### src/hw/rtl/msps_pkg.sv
// Shared types, command codes and width helpers for the servo pulse sequencer.
// No dependencies; imported by the top level and its checker.
`timescale 1ns / 1ps

package msps_pkg;

  localparam int NUM_CHANNELS_DEF = 8;
  localparam int FRAME_US_DEF     = 20000;
  localparam int DEFAULT_US_DEF   = 1500;
  localparam int MIN_US_DEF       = 1000;
  localparam int MAX_US_DEF       = 2000;

  localparam logic [3:0] TOTAL_MAX = 4'd15;

  typedef enum logic [1:0] {
    CMD_TICK   = 2'd0,
    CMD_WRITE  = 2'd1,
    CMD_ATTACH = 2'd2,
    CMD_DETACH = 2'd3
  } cmd_t;

  typedef struct packed {
    cmd_t        cmd;
    logic [3:0]  servo_slot;
    logic [15:0] pulse_width;
    logic [2:0]  pin_select;
  } in_word_t;

  typedef struct packed {
    logic [7:0] port_level;
    logic [7:0] port_drive;
    logic       status;
  } out_word_t;

  typedef struct packed {
    logic [7:0] coarse;
    logic [7:0] fine;
  } width_split_t;

  function automatic width_split_t split_width(input logic [15:0] w, input int min_us,
                                               input int max_us);
    logic [15:0]  c;
    width_split_t r;
    c = w;
    if (c < 16'(min_us)) c = 16'(min_us);
    if (c > 16'(max_us)) c = 16'(max_us);
    r.coarse = c[14:7];
    r.fine   = 8'd255 - {c[6:0], 1'b0};
    return r;
  endfunction

  function automatic logic [7:0] gap_coarse(input logic [3:0] tot, input int frame_us,
                                            input int default_us);
    int diff;
    diff = frame_us - (int'(tot) + 1) * default_us;
    if (diff < 0) return 8'd0;
    return 8'(diff >>> 7);
  endfunction

endpackage

### src/hw/rtl/multiplexed_servo_pulse_sequencer_top.sv
// Multiplexed servo pulse sequencer: input register, one pass of update logic, result register.
// Depends on msps_pkg for word types, command codes and width helpers.
`timescale 1ns / 1ps

// Usage:
//   Input channel (in_valid / in_stall / in_word) carries one command word: a timer
//   tick, a pulse width write, an attach or a detach for channels 1..NUM_CHANNELS.
//   Result channel (out_valid / out_stall / out_word) returns one word per command:
//   the pin levels, the pin output enables and a status bit (1 = channel out of range).
//   Path: an accepted word passes through the input register and then the result
//   register; a stall on the result side holds it back.
//   Throughput: one word per clock while out_stall is low; the input register and the
//   result register each hold one word, and the slot state updates as a word moves
//   from the input register into the result register.
//   Stall: while out_stall holds a pending result, the input register fills and
//   in_stall rises; nothing is dropped.
//   Reset (rst_n low, synchronous): all counters, slot tables, pin levels and enables
//   clear; both registers empty. The block is ready the cycle after reset releases.
module multiplexed_servo_pulse_sequencer_top
  import msps_pkg::*;
#(
  parameter int NUM_CHANNELS = NUM_CHANNELS_DEF,
  parameter int FRAME_US     = FRAME_US_DEF,
  parameter int DEFAULT_US   = DEFAULT_US_DEF,
  parameter int MIN_US       = MIN_US_DEF,
  parameter int MAX_US       = MAX_US_DEF
) (
  input  logic      clk,
  input  logic      rst_n,
  input  logic      in_valid,
  output logic      in_stall,
  input  in_word_t  in_word,
  output logic      out_valid,
  input  logic      out_stall,
  output out_word_t out_word
);

  localparam int NUM_SLOTS = NUM_CHANNELS + 1;
  localparam int SLOT_W    = $clog2(NUM_SLOTS);

  logic      s1_valid_r;
  in_word_t  s1_word_r;
  logic      out_valid_r;
  out_word_t out_word_r;

  logic [7:0]        tick_r, tick_nxt;
  logic [7:0]        ovf_r, ovf_nxt;
  logic [SLOT_W-1:0] active_r, active_nxt;
  logic [7:0]        cur_coarse_r, cur_coarse_nxt;
  logic [7:0]        cur_fine_r, cur_fine_nxt;
  logic [2:0]        cur_pin_r, cur_pin_nxt;
  logic              cur_en_r, cur_en_nxt;
  logic [7:0]        gap_r, gap_nxt;
  logic [3:0]        total_r, total_nxt;
  logic [7:0]        level_r, level_nxt;
  logic [7:0]        drive_r, drive_nxt;

  logic [7:0]           coarse_r [NUM_SLOTS];
  logic [7:0]           fine_r   [NUM_SLOTS];
  logic [2:0]           pin_r    [NUM_SLOTS];
  logic [2:0]           pin_dt_r [NUM_SLOTS];
  logic [NUM_SLOTS-1:0] en_r;

  logic              adv;
  logic              status;
  logic              slot_ok;
  logic [SLOT_W-1:0] ch;
  logic [SLOT_W-1:0] slot_next;
  logic [7:0]        act_coarse;
  logic [7:0]        tick_inc;
  logic [7:0]        ovf_inc;
  logic              we_width;
  logic              we_attach;
  logic              we_detach;
  width_split_t      split_w;
  width_split_t      split_def;

  assign adv       = s1_valid_r && (!out_valid_r || !out_stall);
  assign in_stall  = s1_valid_r && !adv;
  assign out_valid = out_valid_r;
  assign out_word  = out_word_r;

  assign ch         = s1_word_r.servo_slot[SLOT_W-1:0];
  assign slot_ok    = (s1_word_r.servo_slot != 4'd0) &&
                      (s1_word_r.servo_slot <= 4'(NUM_CHANNELS));
  assign slot_next  = (active_r == SLOT_W'(NUM_CHANNELS)) ? '0 : active_r + 1'b1;
  assign act_coarse = (active_r == '0) ? gap_r : cur_coarse_r;
  assign tick_inc   = tick_r + 8'd1;
  assign ovf_inc    = ovf_r + 8'd1;
  assign split_w    = split_width(s1_word_r.pulse_width, MIN_US, MAX_US);
  assign split_def  = split_width(16'(DEFAULT_US), MIN_US, MAX_US);

  always_comb begin
    tick_nxt       = tick_r;
    ovf_nxt        = ovf_r;
    active_nxt     = active_r;
    cur_coarse_nxt = cur_coarse_r;
    cur_fine_nxt   = cur_fine_r;
    cur_pin_nxt    = cur_pin_r;
    cur_en_nxt     = cur_en_r;
    gap_nxt        = gap_r;
    total_nxt      = total_r;
    level_nxt      = level_r;
    drive_nxt      = drive_r;
    status         = 1'b0;
    we_width       = 1'b0;
    we_attach      = 1'b0;
    we_detach      = 1'b0;
    if (adv) begin
      if (s1_word_r.cmd == CMD_TICK) begin
        tick_nxt = tick_inc;
        if (tick_inc == 8'd0) begin
          ovf_nxt = ovf_inc;
          if (ovf_inc == act_coarse) begin
            tick_nxt = cur_fine_r;
          end else if (ovf_inc > act_coarse) begin
            if (cur_en_r) begin
              level_nxt[cur_pin_r] = 1'b0;
            end
            active_nxt = slot_next;
            ovf_nxt    = 8'd0;
            tick_nxt   = 8'd0;
            if (slot_next != '0) begin
              cur_coarse_nxt = coarse_r[slot_next];
              cur_fine_nxt   = fine_r[slot_next];
              cur_pin_nxt    = pin_r[slot_next];
              cur_en_nxt     = en_r[slot_next];
              if (en_r[slot_next]) begin
                level_nxt[pin_r[slot_next]] = 1'b1;
              end
            end else begin
              cur_coarse_nxt = 8'd0;
              cur_fine_nxt   = 8'd0;
              cur_pin_nxt    = 3'd0;
              cur_en_nxt     = 1'b0;
            end
          end
        end
      end else if (!slot_ok) begin
        status = 1'b1;
      end else begin
        unique case (s1_word_r.cmd)
          CMD_WRITE: begin
            we_width = 1'b1;
            if (ch == active_r) begin
              cur_coarse_nxt = split_w.coarse;
              cur_fine_nxt   = split_w.fine;
            end
          end
          CMD_ATTACH: begin
            we_attach = 1'b1;
            total_nxt = (total_r == TOTAL_MAX) ? total_r : total_r + 4'd1;
            gap_nxt   = gap_coarse(total_nxt, FRAME_US, DEFAULT_US);
            drive_nxt[s1_word_r.pin_select] = 1'b1;
            level_nxt[s1_word_r.pin_select] = 1'b0;
            if (ch == active_r) begin
              cur_coarse_nxt = split_def.coarse;
              cur_fine_nxt   = split_def.fine;
              cur_pin_nxt    = s1_word_r.pin_select;
              cur_en_nxt     = 1'b1;
            end
          end
          CMD_DETACH: begin
            we_detach = 1'b1;
            total_nxt = (total_r == 4'd0) ? total_r : total_r - 4'd1;
            gap_nxt   = gap_coarse(total_nxt, FRAME_US, DEFAULT_US);
            drive_nxt[pin_dt_r[ch]] = 1'b0;
            if (ch == active_r) begin
              cur_en_nxt = 1'b0;
            end
          end
          default: begin
          end
        endcase
      end
    end
  end

  always_ff @(posedge clk) begin
    if (!rst_n) begin
      s1_valid_r   <= 1'b0;
      out_valid_r  <= 1'b0;
      tick_r       <= 8'd0;
      ovf_r        <= 8'd0;
      active_r     <= '0;
      cur_coarse_r <= 8'd0;
      cur_fine_r   <= 8'd0;
      cur_pin_r    <= 3'd0;
      cur_en_r     <= 1'b0;
      gap_r        <= 8'd0;
      total_r      <= 4'd0;
      level_r      <= 8'd0;
      drive_r      <= 8'd0;
      en_r         <= '0;
      for (int i = 0; i < NUM_SLOTS; i++) begin
        coarse_r[i] <= 8'd0;
        fine_r[i]   <= 8'd0;
        pin_r[i]    <= 3'd0;
        pin_dt_r[i] <= 3'd0;
      end
    end else begin
      if (!in_stall) begin
        s1_valid_r <= in_valid;
      end
      if (adv) begin
        out_valid_r <= 1'b1;
      end else if (!out_stall) begin
        out_valid_r <= 1'b0;
      end
      tick_r       <= tick_nxt;
      ovf_r        <= ovf_nxt;
      active_r     <= active_nxt;
      cur_coarse_r <= cur_coarse_nxt;
      cur_fine_r   <= cur_fine_nxt;
      cur_pin_r    <= cur_pin_nxt;
      cur_en_r     <= cur_en_nxt;
      gap_r        <= gap_nxt;
      total_r      <= total_nxt;
      level_r      <= level_nxt;
      drive_r      <= drive_nxt;
      if (we_width) begin
        coarse_r[ch] <= split_w.coarse;
        fine_r[ch]   <= split_w.fine;
      end
      if (we_attach) begin
        coarse_r[ch] <= split_def.coarse;
        fine_r[ch]   <= split_def.fine;
        pin_r[ch]    <= s1_word_r.pin_select;
        pin_dt_r[ch] <= s1_word_r.pin_select;
        en_r[ch]     <= 1'b1;
      end
      if (we_detach) begin
        en_r[ch] <= 1'b0;
      end
    end
  end

  always_ff @(posedge clk) begin
    if (!in_stall && in_valid) begin
      s1_word_r <= in_word;
    end
    if (adv) begin
      out_word_r.port_level <= level_nxt;
      out_word_r.port_drive <= drive_nxt;
      out_word_r.status     <= status;
    end
  end

endmodule

### config.mk
export PLATFORM = sky130hd
export DESIGN_NAME = multiplexed_servo_pulse_sequencer_top
export DESIGN_NICKNAME = d
export VERILOG_FILES = /design/src/hw/rtl/msps_pkg.sv /design/src/hw/rtl/multiplexed_servo_pulse_sequencer_top.sv
export SDC_FILE = /design/constraint.sdc
export NUM_CORES = 1
export LEC_CHECK = 0
export BUFFER_PORTS_ARGS = -buffer_cell sky130_fd_sc_hd__buf_2
export CAP_MARGIN = 20
export CORE_MARGIN = 2
export CORE_UTILIZATION = 40
export CTS_CLUSTER_SIZE = 40
export DETAILED_ROUTE_END_ITERATION = 6
export SLEW_MARGIN = 20
export SYNTH_ARGS = -nofsm -noshare
export SYNTH_HDL_FRONTEND = slang
export SYNTH_SLANG_ARGS = --single-unit
### constraint.sdc
create_clock -name clk -period 8.05 [get_ports clk]
set_clock_uncertainty 0.05 [all_clocks]
set_input_delay 0.805 -clock clk [delete_from_list [all_inputs] [get_ports clk]]
set_output_delay 0.805 -clock clk [all_outputs]
set_load 0.1 [all_outputs]
==> results.ini, run 1 <==
[global_routing]
globalRouteOverflowTotal = 0
grtUsageMet3_pct = 2.91
first_global_vias = 14158
use_met1_pct = 26.1
grt.total_usage_pct = 19.0
grt_pass1_wl_mm = 79.2
grt_max_degree = 62
busiest_layer = met2
antenna_found_initial = 0
grt_use_met2_pct = 31.6

[finish]
layout-drive-gt1-share_pct = 12.8
diodes = 0
final_cell_count_no_fill = 2661
final.fill_count = 4726
area_delta_synth_final_pct = 14.9
final_nets = 2058

[timing]
worstMarginPinSlew_ns = 1.16
fin_tns_setup_ns = 0
grt_setup_unrepaired = no
max_clock_freq_mhz = 151
max_slew_margin_pct = 22.3
period_minus_slack_ns = 6.60
maxSlewViolCount = 0
setup_viol = 0
period_share_pct = 82.0
final_hold_viol_count = 0
final.setup.worst_slack_ns = 1.45

[detailed_routing]
drt_pass1_iterations = 5
post-route-drc-count = 0
wl_per_cell_um = 19.1
drt-total-wl_mm = 50.8
num_vias = 14162
first_iter_violations = 1270
ant_nets = 0
via_per_inst = 5.32

[worst_setup_path]
cp_common_cell = ha_1
cp_max_fo = 9
criticalPathCategory = flip-flop to flip-flop
crit_required_ns = 8.53
crit_arrival_ns = 7.08
cp_num_buf_inv = 2
crit_chain = inv_1, ha_1, nor3b_1, mux2i_1, ha_1, nand4b_1, a21oi_1, and2_1, inv_1, nand2b_1, fa_1, fa_1, ha_1, a211oi_1, nor3_1, o21ai_0, a21oi_1, a2111oi_0, o211ai_1, o21ai_0, o21a_1
worstSetupStartpointType = flip-flop
crit_path_max_incr_delay_ns = 0.89
endpoint_kind = flip-flop
crit_family = compound AO/OA/AOI/OAI gates
crit_slowest_cell = a2111oi_0

[synthesis]
netlist_instances = 1725
synth_cell_types = 88
ys.warnings.count = 0
ys_ff_latch = 416
synthFlopType = edfxtp_1
async_flop_share_pct = 0
synth_top_cell_area_share_pct = 46.9
yosysMostFrequentCell = edfxtp_1
syn-cell-area_um2 = 20800
syn_area_per_cell_um2 = 12.1
synth.area.top_cells = edfxtp_1, mux4_2, dfxtp_1
synth_area_leader_cell = edfxtp_1
synth-edff-count = 325
synth_commonest_cells = edfxtp_1, nand2_1, nor2_1
ys_seq_area_share_pct = 55.6

[placement]
hpwl_mm = 34.2
port_buffers = 47
dp.cells = 2576
dp_slack_ns = 1.60
gp_routability_congestion = 0.871

[clock_tree]
post_cts_buffers = 0
post_cts_resize_count = 0
htree_levels = 2
cts_buffer_depth = 3
cts-root-buf = clkbuf_16
hold_buffers = 0
cts_made_buffers = 47
clock_latency_ns = 0.60
cts_tree = done
path_clk_slew_ns = 0.06
cts_sinks = 416

[floorplan]
start_util_pct = 40.5
die_y_um = 232
die_w_um = 232
dieArea_um2 = 53900
coreArea_um2 = 51400
ioPinCount = 48
rows = 83

[power_and_ir_drop]
leakage_nw = 9.13
vdd_drop_max_mv = 0.188
netSwitchingPower_mw = 1.36
seq_power_share_pct = 46.8
p_per_area_nw_per_um2 = 218
cell_internal_pwr_mw = 3.86
clockPowerShare_pct = 40.0
swShare_pct = 26.0
p_comb_share_pct = 13.2

[min_path]
hp-class = input port to flip-flop

[flow_run]
maxCapViolCount = 0

[run_status]
outcome = finished, final reports clean

## worst reg2reg max path: stages (launching register included)
cell	delay, ns
dfxtp_1	0.42
inv_1	0.16
ha_1	0.28
nor3b_1	0.46
mux2i_1	0.31
ha_1	0.26
nand4b_1	0.15
a21oi_1	0.31
and2_1	0.20
inv_1	0.07
nand2b_1	0.11
fa_1	0.47
fa_1	0.49
ha_1	0.26
a211oi_1	0.38
nor3_1	0.14
o21ai_0	0.25
a21oi_1	0.11
a2111oi_0	0.89
o211ai_1	0.36
o21ai_0	0.28
o21a_1	0.13
## metal layers
layer | routed length [µm] | part of all wire [%]
met5 | 0 | 0
met4 | 964 | 1.9
met3 | 3230 | 6.4
met2 | 24500 | 48
met1 | 22100 | 43
## state kept, by name (all words and copies together) (netlist names), named ones only
register	count
cur_pin_r	3
cur_coarse_r	8
total_r	4
tick_r	8
cur_fine_r	8
pin_dt_r	48
level_r	8
active_r	4
gap_r	8
ovf_r	8
drive_r	8
en_r	7
coarse_r	126
ch	4
s1_valid_r	1
out_valid	1
s1_word_r	21
out_word	17
cur_en_r	1
fine_r	117
## final timing paths
kind,startpoint,to,slack [ns],depth (start not counted)
worst max-delay path,total_r[0],gap_r[2],1.45,21
worst min-delay path,in_word[11],s1_word_r[11],0.33,1
worst max register to register,total_r[0],gap_r[2],1.45,21
worst min register to register,fine_r[3][0],fine_r[3][0],0.40,2
## final cells by class
| cell class | count | area (µm²) | area share [%] |
|---|---|---|---|
| Sequential cell | 416 | 11600 | 48.4 |
| Clock buffer | 66 | 1340 | 5.60 |
| Multi-Input combinational cell | 1362 | 9420 | 39.4 |
| Timing Repair Buffer | 62 | 348 | 1.45 |
| Tap cell | 680 | 851 | 3.56 |
| Clock inverter | 19 | 169 | 0.706 |
| Inverter | 56 | 210 | 0.879 |
## layout by cell type (no fill, tap or decap), drive strengths merged, types with 17 or more instances in the layout
master and instances:
a21oi 69, buf 62, clkbuf 66, conb 201, dfxtp 91, edfxtp 325
fa 17, ha 67, inv 58, mux2i 29, mux4 82, nand2 210
nand2b 24, nand3 53, nand4 20, nor2 193, nor3 28, o21ai 76
xnor2 29, xor2 24
## cell families (layout without fill, tap and decap cells)
kind of cell	Yosys count	count (layout)	share of synthesized area, %
adders and majority gates	84	84	5.66
buffers and inverters	146	203	2.84
other	2	201	0.0361
DFF	416	416	55.6
and+or+nand+nor	621	621	13.9
muxes	121	121	10.8
AOI/OAI and AO/OA	282	282	8.92
xor gates and xnor gates	53	53	2.23
## through the flow
step,total power [mW],hold WS [ns],utilization (%),area [µm²]
finish,5.22,0.333,46.5,23900
global route,5.42,0.314,46.5,23900
CTS,5.26,0.298,46.5,23900
detailed placement,3.16,0.387,43.6,22400
global placement,3.15,0.380,43.6,22400
floorplan,3.00,0.373,-,21600
## power groups by stage
stage               combinational (mW)  sequential, mW  clock (mW)
finish                           0.687            2.44        2.09
global route                     0.764            2.45        2.21
CTS                              0.682            2.44        2.13
detailed placement               0.675            2.49           0
global placement                 0.669            2.48           0
floorplan                        0.508            2.49           0
No activity file was read; power rests on OpenSTA's default activity.
==> inputs of run 2 (changes only) <==
ABC_AREA = 1   (was default)
clock period = 5.4 ns   (was 8.05 ns; I/O delays follow)
==> results.ini, run 2 <==
[finish]
final_nets = 2878  ; was 2058
utilization_pct = 46.6  ; was 46.5%
largest_register_ffs = 125  ; was 126
layout-drive-gt1-share_pct = 8.24  ; was 12.8%
reg_top3 = coarse_r: 125 flops, fine_r: 117 flops, pin_dt_r: 48 flops  ; was coarse_r: 126 flops, fine_r: 117 flops, pin_dt_r: 48 flops
regArea_um2 = 11600  ; about the same
multi_input_area_um2 = 9730  ; was 9420 µm²
layout_common_cells = nand2_1, edfxtp_1, nand3_1  ; was edfxtp_1, nand2_1, conb_1
layout_commonest_cell = nand2_1  ; was edfxtp_1
final.fill_count = 5180  ; was 4726
final_cell_area_um2 = 25300  ; was 23900 µm²
area_delta_synth_final_pct = 14.8  ; was 14.9%
diodes = 0  ; unchanged
top_register = coarse_r  ; unchanged

[timing]
period_minus_slack_ns = 5.05  ; was 6.60 ns
final_hold_viol_count = 0  ; unchanged
period_share_pct = 93.4  ; was 82.0%
max_slew_margin_pct = 31.9  ; was 22.3%
setup_viol = 0  ; unchanged
worstMarginPinSlew_ns = 1.02  ; was 1.16 ns
max_clock_freq_mhz = 198  ; was 151 MHz
maxSlewViolCount = 0  ; unchanged
grt_setup_unrepaired = yes  ; was no

[worst_setup_path]
endpoint_kind = flip-flop  ; unchanged
crit_required_ns = 5.87  ; was 8.53 ns
r2r_setup_slack_ns = 0.35  ; was 1.45 ns
cp_max_fo = 7  ; was 9
crit_arrival_ns = 5.52  ; was 7.08 ns
worstSetupStartpointType = flip-flop  ; unchanged
crit-reg2reg-capture = gap_r[6]  ; was gap_r[2]
rr_worst_depth = 25  ; was 21
criticalPathCategory = flip-flop to flip-flop  ; unchanged
timing.rr.start = total_r[0]  ; unchanged

[synthesis]
synthFlopType = edfxtp_1  ; unchanged
synth_commonest_cells = nand2_1, edfxtp_1, nand3_1  ; was edfxtp_1, nand2_1, nor2_1
async_flop_share_pct = 0  ; unchanged
ys_ff_latch = 415  ; was 416
yosysMostFrequentCell = nand2_1  ; was edfxtp_1
ys_seq_area_share_pct = 52.5  ; was 55.6%
synth.area.top_cells = edfxtp_1, nand2_1, dfxtp_1  ; was edfxtp_1, mux4_2, dfxtp_1
synth_top_cell_area_share_pct = 44.3  ; was 46.9%
syn_area_per_cell_um2 = 8.66  ; was 12.1 µm²
synth-edff-count = 324  ; was 325
synth_area_leader_cell = edfxtp_1  ; unchanged
syn-cell-area_um2 = 22000  ; was 20800 µm²
netlist_instances = 2539  ; was 1725
ys.warnings.count = 0  ; unchanged
synth_cell_types = 51  ; was 88

[power_and_ir_drop]
swShare_pct = 28.9  ; was 26.0%
vdd_drop_max_mv = 0.242  ; was 0.188 mV
netSwitchingPower_mw = 2.42  ; was 1.36 mW
clockPowerShare_pct = 37.1  ; was 40.0%
p_per_area_nw_per_um2 = 332  ; was 218 nW/µm²
seq_power_share_pct = 43.4  ; was 46.8%
leakage_nw = 11.1  ; was 9.13 nW
cell_internal_pwr_mw = 5.96  ; was 3.86 mW
p_comb_share_pct = 19.5  ; was 13.2%

[clock_tree]
cts_made_buffers = 46  ; was 47
clock_latency_ns = 0.59  ; was 0.60 ns
hold_buffers = 0  ; unchanged
cts-root-buf = clkbuf_16  ; unchanged
htree_levels = 2  ; unchanged
cts_sinks = 415  ; was 416
cts_buffer_depth = 3  ; unchanged
cts_tree = done  ; unchanged
path_clk_slew_ns = 0.07  ; was 0.06 ns

[placement]
gp_routability_congestion = 0.867  ; was 0.871
place_area_um2 = 23600  ; was 22400 µm²
hpwl_mm = 38.2  ; was 34.2 mm
port_buffers = 47  ; unchanged

[floorplan]
ioPinCount = 48  ; unchanged
die_w_um = 238  ; was 232 µm
die_y_um = 238  ; was 232 µm
coreArea_um2 = 54100  ; was 51400 µm²
dieArea_um2 = 56900  ; was 53900 µm²
rows = 85  ; was 83
start_util_pct = 40.6  ; was 40.5%

[min_path]
hold_path_end = s1_word_r[0]  ; was s1_word_r[11]
whs_path_depth = 1  ; unchanged
min_from = in_word[0]  ; was in_word[11]
hp-class = input port to flip-flop  ; unchanged

[detailed_routing]
via_per_inst = 5.04  ; was 5.32
ant_nets = 0  ; unchanged
post-route-drc-count = 0  ; unchanged
num_vias = 17649  ; was 14162
drt-total-wl_mm = 56.9  ; was 50.8 mm
first_iter_violations = 1324  ; was 1270
drt_pass1_iterations = 6  ; was 5
wl_per_cell_um = 16.3  ; was 19.1 µm

[flow_run]
maxCapViolCount = 0  ; unchanged

[global_routing]
antenna_found_initial = 0  ; unchanged
grt_max_degree = 143  ; was 62
globalRouteOverflowTotal = 0  ; unchanged
first_global_vias = 17118  ; was 14158
grt_pass1_wl_mm = 90.7  ; was 79.2 mm
grt.total_usage_pct = 20.3  ; was 19.0%

[run_status]
outcome = finished, final reports clean  ; unchanged

run 2: cell count changes after synthesis, moves of 25 or more:
cell,previous run,this run
o21ai_0,68,98
nand2_1,210,680
nor2_1,192,223
nand3_1,53,305
mux2i_1,29,4
mux4_2,82,0
inv_1,55,276
a21oi_1,68,125
clkbuf_1,61,34
run 2: stage by stage:
stage	power, mW	hold slack (ns)	instances	setup TNS (ns)	setup WS, ns
2_1_floorplan	4.90	0.364	2737	0	0.102
3_5_place_dp	5.27	0.380	3411	-0.0462	-0.0383
5_1_grt	8.83	0.0548	3499	-0.110	-0.0507
6_report	8.38	0.0679	3499	0	0.354
3_3_place_gp	5.26	0.376	3411	0	0.0967
4_1_cts	8.40	0.0405	3497	0	0.0521
run 2: cells by family (layout without fill, tap and decap cells):
family,Yosys count,after routing,synth area share [%]
other,2,200,0.0342
AO/OA/AOI/OAI,310,310,8.01
buffers and inverters,399,465,7.25
flip-flops,415,415,52.5
AND/OR/NAND/NOR,1299,1299,25.6
multiplexers,4,4,0.182
XOR/XNOR,26,26,1.07
adder cells (fa/ha/maj),84,84,5.36
run 2: area by class of cell:
type,count,share of cell area [%]
multi-input combinational,1923,38.5
sequential,415,45.8
tap,696,3.45
clock buffer,69,5.18
inverter,303,4.51
clock inverter,17,0.684
timing repair buffer,76,1.89
run 2: timing repair:
item / CTS / global route
endpoints found under the setup margin: 6 / 8
pin swaps: 0 / 4
gates resized for setup: 3 / 29
buffers inserted: 0 / 2
run 2: power groups by stage:
stage / sequential [mW] / combinational [mW] / clock [mW]
4_1_cts: 3.63 / 1.58 / 3.18
3_5_place_dp: 3.70 / 1.57 / 0
6_report: 3.63 / 1.64 / 3.11
3_3_place_gp: 3.70 / 1.56 / 0
2_1_floorplan: 3.72 / 1.18 / 0
5_1_grt: 3.65 / 1.88 / 3.31
run 2: worst max-delay path by stage:
stage / slack, ns / start / depth (start not counted) / to
floorplan: 0.10 / total_r[0] / 31 / gap_r[2]
global placement: 0.1 / total_r[0] / 25 / gap_r[6]
detailed placement: -0.04 / total_r[0] / 23 / gap_r[6]
CTS: 0.05 / total_r[1] / 31 / gap_r[2]
global route: -0.05 / total_r[1] / 31 / gap_r[2]
finish: 0.35 / total_r[0] / 25 / gap_r[6]
run 2: critical path, stage by stage (launching register included):
cell and delay, ns:
dfxtp_1 0.33, buf_4 0.15, ha_2 0.25, nand3_1 0.18, nand2_1 0.12, nand2_2 0.12
ha_2 0.22, xor2_2 0.21, fa_1 0.46, fa_1 0.56, inv_1 0.07, fa_1 0.50
inv_1 0.04, ha_2 0.37, nand3_1 0.11, nand2_1 0.13, nand2_1 0.08, nand2_1 0.08
nand4_1 0.18, nand3_1 0.18, nand2_2 0.09, a21oi_4 0.17, nand3_1 0.13, nand3_1 0.11
nand2_1 0.05, inv_1 0.04
run 2: layer usage:
layer,vias to the layer above,GRT usage (%),wire [µm],share of wire (%)
met2,503,34.2,27000,47
met4,0,6.14,1350,2.4
met5,-,0,0,0
met1,8310,26.9,25000,44
met3,94,3.19,3640,6.4
li1,8742,-,-,-
